==> src/sv/rid_pkg.sv <==
// Shared types and constants for the remote ID learning table.
`default_nettype none

package rid_pkg;

   localparam int TABLE_DEPTH = 256;
   localparam int ID_BITS     = 24;
   localparam int IDX_W       = $clog2(TABLE_DEPTH);
   localparam int CNT_W       = IDX_W + 1;

   localparam int OP_W   = 2;
   localparam int CSR_AW = 2;
   localparam int CSR_DW = 10;

   // item opcodes
   localparam logic [OP_W-1:0] OP_TICK    = 2'd0;
   localparam logic [OP_W-1:0] OP_CHECK   = 2'd1;
   localparam logic [OP_W-1:0] OP_CAPTURE = 2'd2;

   // register indexes
   localparam logic [CSR_AW-1:0] REG_RELEASE_WINDOW = 2'd0;
   localparam logic [CSR_AW-1:0] REG_ERASE_HOLD     = 2'd1;
   localparam logic [CSR_AW-1:0] REG_BLINK_TICKS    = 2'd2;
   localparam logic [CSR_AW-1:0] REG_MIN_PRESS      = 2'd3;

   localparam logic [9:0] RELEASE_WINDOW_RST = 10'd350;
   localparam logic [9:0] ERASE_HOLD_RST     = 10'd300;
   localparam logic [7:0] BLINK_TICKS_RST    = 8'd30;
   localparam logic [7:0] MIN_PRESS_RST      = 8'd3;

   // search token handed from cell to cell
   typedef struct packed {
      logic               valid;
      logic               hit;
      logic [ID_BITS-1:0] key;
   } tok_type;

   // table write broadcast
   typedef struct packed {
      logic               en;
      logic [IDX_W-1:0]   idx;
      logic [ID_BITS-1:0] id;
   } wr_type;

   typedef struct packed {
      logic               led;
      logic               beep;
      logic               store_valid;
      logic [7:0]         store_index;
      logic [ID_BITS-1:0] store_id;
      logic [CNT_W-1:0]   id_count;
      logic               match;
      logic               learn_mode;
      logic               erase_mode;
      logic               table_full;
   } rsp_type;

endpackage

`default_nettype wire

==> src/sv/rid_cell.sv <==
// One table cell: holds one stored ID and compares the passing search token.
`default_nettype none

module rid_cell import rid_pkg::*; (
   input  wire logic             clock,
   input  wire logic             reset,
   input  wire logic [IDX_W-1:0] cell_index,
   input  wire logic [CNT_W-1:0] count,
   input  wire wr_type           wr,
   input  wire tok_type          tok_in,
   output tok_type               tok_out
);

   logic [ID_BITS-1:0] entry_ff;
   tok_type            tok_ff;
   tok_type            tok_in_next;
   logic               live;

   // entry counts only below the fill level
   assign live = {1'b0, cell_index} < count;

   always_comb begin
      tok_in_next     = tok_in;
      tok_in_next.hit = tok_in.hit | (tok_in.valid & live & (entry_ff == tok_in.key));
   end

   // stored ID, written by broadcast
   always_ff @(posedge clock) begin
      if (wr.en && (wr.idx == cell_index)) begin
         entry_ff <= wr.id;
      end
   end

   // token stage
   always_ff @(posedge clock) begin
      if (reset) begin
         tok_ff.valid <= 1'b0;
      end else begin
         tok_ff.valid <= tok_in_next.valid;
      end
      tok_ff.hit <= tok_in_next.hit;
      tok_ff.key <= tok_in_next.key;
   end

   assign tok_out = tok_ff;

endmodule

`default_nettype wire

==> config.mk <==
export PLATFORM = sky130hd
export DESIGN_NAME = rid_cell
export DESIGN_NICKNAME = d
export VERILOG_FILES = /design/src/sv/rid_pkg.sv /design/src/sv/rid_cell.sv
export SDC_FILE = /design/constraint.sdc
export NUM_CORES = 1
export LEC_CHECK = 0
export ABC_CLOCK_PERIOD_IN_PS = 3950
export BUFFER_PORTS_ARGS = -buffer_cell sky130_fd_sc_hd__buf_2
export CAP_MARGIN = 15
export CORE_ASPECT_RATIO = 1.25
export CORE_MARGIN = 2
export CORE_UTILIZATION = 43
export DETAILED_ROUTE_END_ITERATION = 6
export PLACE_DENSITY = 0.79
export SYNTH_ARGS = -nofsm -noshare
export SYNTH_HDL_FRONTEND = slang
export SYNTH_SLANG_ARGS = --single-unit
==> constraint.sdc <==
create_clock -name clock -period 3.95 [get_ports clock]
set_input_delay 1.185 -clock clock [delete_from_list [all_inputs] [get_ports clock]]
set_output_delay 1.185 -clock clock [all_outputs]
set_load 0.005 [all_outputs]
# After elaboration in Yosys (flattened, before gate mapping)

Cells that the tools add are included.

Register bits: 50
Input port bits: 78
Logic and storage cells: 11

Order comparisons: 1
Equal/unequal tests: 2
Bitwise operators: 3
Reduce and logical (&&, ||, !) cells: 1

Operator list:

| operator          | count |
|---|---|
| $eq 24x24->1      | 1 |
| $lt 8x9->1        | 1 |
| $eq 8x8->1        | 1 |
| $and 1x1->1       | 2 |
| $logic_and 1x1->1 | 1 |
| $or 1x1->1        | 1 |

# Logic depth before layout (Yosys ltp)

Word-level depth: 4
Gate-level depth with buffers: 7
Depth with buffers taken out: 7

# Least setup slack after synthesis

Ideal clock, no wire load.

Kind: input -> register
Start: in wr[27] in the netlist's numbering
End: reg entry_ff[0], enable pin
Setup time: 420 ps
Arrival: 3046 ps
Data required time: 3530 ps
Path slack: 484 ps
Cell stages on the path: 4
Path buffers: 0
Path through: xor2_1 -> nor4_1 -> nand3_1 -> nor4_2

Cells in the longest elaborated chain, start to end: 2

RTL lines:

| element              | line           | text |
|---|---|---|
| from (decl)          | rid_cell.sv:9  | `input wire wr_type wr,` |
| $eq 8x8->1           | rid_cell.sv:29 | `if (wr.en && (wr.idx == cell_index)) begin` |
| $logic_and 1x1->1    | rid_cell.sv:29 |  |
| to (signal assigned) | rid_cell.sv:30 | `entry_ff <= wr.id;` |
| to (decl)            | rid_cell.sv:14 | `logic [ID_BITS-1:0] entry_ff;` |

Every way passes these cells.
A chain may end at the register's enable or synchronous reset.

# Final worst setup path

Start: in wr[27] in the netlist's numbering
End: reg entry_ff[19], enable pin

The elaborated chain is that of the path after synthesis.

==> reports/summary.log <==
qor: run_status.run_status finished clean
qor: critical_path.cp.arrival 2380 ps
qor: critical_path.end_kind flop
qor: timing.finalHoldViolations 0
qor: finish.post_route_cells_drive_above_1_share 0.478
qor: synthesis.post_synth.cell_area_avg 14.9 µm²
qor: finish.nNetsFinal 316
qor: timing.timing_worst_slew_pin_value 341 ps
qor: critical_path.crit_fanout 24
qor: routing.final_antenna_net_count 0
qor: floorplanning.num_rows 26
qor: routing.vias_per_cell 4.42
qor: grt.grt_antenna_before_repair 0
qor: floorplanning.start_util 0.444
qor: synthesis.netlist_top_cells_area edfxtp_1, dfxtp_1, xnor2_1
qor: finish.area_growth_from_synthesis_to_layout 38.3%
qor: grt.groute.usage.overall 0.154
qor: critical_path.setup.worst_path.start_class primary input
qor: synthesis.synth.net_count 205
qor: synthesis.synth-edff-count 24
qor: synthesis.syn-cell-area 1790 µm²
qor: place.place.port_buffers 103
qor: hold_path.hold_class flop to flop
qor: critical_path.path_cells buf_2 -> xor2_1 -> nor4_1 -> nand3_1 -> nor4_4 -> buf_4
qor: critical_path.cpPeakStageDelay 340 ps
qor: timing.setup_viol 0
qor: grt.grt_start_max_net_pins 25
qor: place.detailed_place_hpwl 2840 µm
qor: finish.cell_area_after_layout 2470 µm²
qor: clocking.clock_tree.root_cell clkbuf_8
qor: routing.drt-pass1-iter-count 4
qor: clocking.postCtsSetupBuffers 0
qor: synthesis.gate_count_post_synth 120
qor: finish.antenna_cells_inserted 0
qor: synthesis.postSynth.topFlopCell dfxtp_1
qor: clocking.clock-sinks 50
qor: timing.layout_worst_path_cycle_share 0.610
qor: routing.met3_length 424 µm
qor: floorplanning.dieHeight 76.1 µm
qor: grt.via_count_of_the_first_global_routing_pass 1324
qor: clocking.cts_resized 0
qor: routing.route.final.wire_length 3450 µm
qor: pwr.total_leakage_power 1.11 nW
qor: synthesis.synth_seq_cells 50
qor: synthesis.synth_largest_area_cell edfxtp_1
qor: critical_path.worst-endpoint-required 3920 ps
qor: synthesis.synth-warning-count 0
qor: timing.max_slew_margin 0.771
qor: finish.seq_area 1240 µm²
qor: routing.met2WireLength 1770 µm
qor: clocking.clock_tree.buffer_depth 2
qor: floorplanning.coreArea 4030 µm²
qor: place.gpl.final_weighted_congestion 0.681
qor: timing.rsz0062_at_grt no
qor: finish.multi_input_area 531 µm²
qor: synthesis.yosys-top-cells-count dfxtp_1, edfxtp_1, xnor2_1
qor: timing.fin_worst_skew 3.19 ps
qor: job.drv_cap 0
qor: place.dpl-instance-area 2390 µm²
qor: critical_path.path_class primary input to flop
qor: timing.timing.fmax 415 MHz
qor: clocking.post_cts_hold_buffer_count 0
qor: routing.routedWlPerCell 12.0 µm
qor: critical_path.worst_path_max_delay_cell buf_4
qor: grt.grt_pass1_wl 5300 µm
qor: timing.setup-tns-final 0 ps
qor: synthesis.synth.yosys.seq_area_share 0.694
qor: synthesis.ys_async_sr_fraction 0
qor: routing.detailroute.via_count 1274
qor: pwr.p_per_area 377 nW/µm²
qor: clocking.cts_tree built
qor: grt.globalRoute.totalOverflow 0
qor: routing.route.detailed.drc 0
qor: routing.route.top_layer_used met4
qor: synthesis.synth_top_cell_area_share 0.403
qor: clocking.numCtsBuffers 5
qor: routing.m1WireLength 1210 µm
qor: routing.drt_iter0_drc 12
qor: synthesis.yosysMostFrequentCell dfxtp_1
qor: timing.report.final.slew_viol_count 0
qor: clocking.clkTransAtPathRegs 80 ps
qor: floorplanning.die_width 61.7 µm
qor: timing.layout_min_cycle_time 2410 ps
qor: synthesis.synthDistinctLibCells 16
qor: floorplanning.fp.dieArea 4700 µm²
qor: finish.final.fill_count 352
qor: clocking.htreeDepth 2
qor: pwr.worst_supply_voltage_drop_on_vdd 0.000285 V
qor: floorplanning.num_io_pins 104
qor: clocking.worstSkewPairLatency 290 ps
per-stage QoR:
step / total power [mW] / setup slack (ps) / hold slack (ps) / cells / util
finish: 0.932 / 1540 / 768 / 288 / 0.614
global route: 0.983 / 1400 / 827 / 288 / 0.614
CTS: 0.950 / 1540 / 784 / 288 / 0.614
detailed placement: 0.671 / 1220 / 772 / 280 / 0.593
global placement: 0.669 / 1240 / 762 / 280 / 0.593
floorplan: 0.606 / 484 / 707 / 120 / -
layout make-up:
cell class,instances,share of cell area
clock inverters,1,0.00303
inverters,7,0.0106
clock buffers,7,0.0308
well taps,56,0.0283
flip-flops and latches,50,0.502
repair buffers,104,0.211
multi-input cells,63,0.214
report_power, final:
| part | switching, mW | internal [mW] |
|---|---|---|
| Combinational | 0.0415 | 0.0562 |
| Sequential | 0.00317 | 0.557 |
| Clock | 0.150 | 0.125 |
cells by family after synthesis:
logic type      after synthesis  synth area share
xor+xnor                     32             0.157
fa+ha+maj                     7            0.0489
buf+inv                       7            0.0147
simple gates                 17            0.0608
compound gates                7            0.0252
flops                        50             0.694
critical path: cells and delay by family:
kind                      cells  cell delay (ps)
xor gates and xnor gates      1              150
buffers and inverters         2              440
and+or+nand+nor               3              600
layout by cell type, fill, tap and decap left out, types with 3 or more instances in the layout:
cell	count
a21oi_1	3
inv_1	7
dfxtp_1	26
buf_2	103
nor4_1	3
ha_1	7
clkbuf_8	5
nand4_1	6
xor2_1	10
nand3_1	3
xnor2_1	22
edfxtp_1	24
metal layers:
metal	track usage	up-vias
met5	0	-
met4	0.0574	0
met3	0.0696	4
met2	0.264	73
met1	0.155	554
li1	-	643
path summary, 6_finish.rpt:
| check | start | to | slack, ps | cells after the start |
|---|---|---|---|---|
| worst max-delay path | wr[27] | entry_ff[19] | 1540 | 6 |
| worst min-delay path | entry_ff[12] | tok_out[24] | 770 | 4 |
| worst max register to register | entry_ff[14] | tok_out[24] | 2650 | 4 |
| worst min register to register | entry_ff[12] | tok_out[24] | 770 | 4 |
registers in the layout, indices dropped and copies added (netlist names):
register  cells
tok_out      26
entry_ff     24
Power figures use the tool's default switching activity.
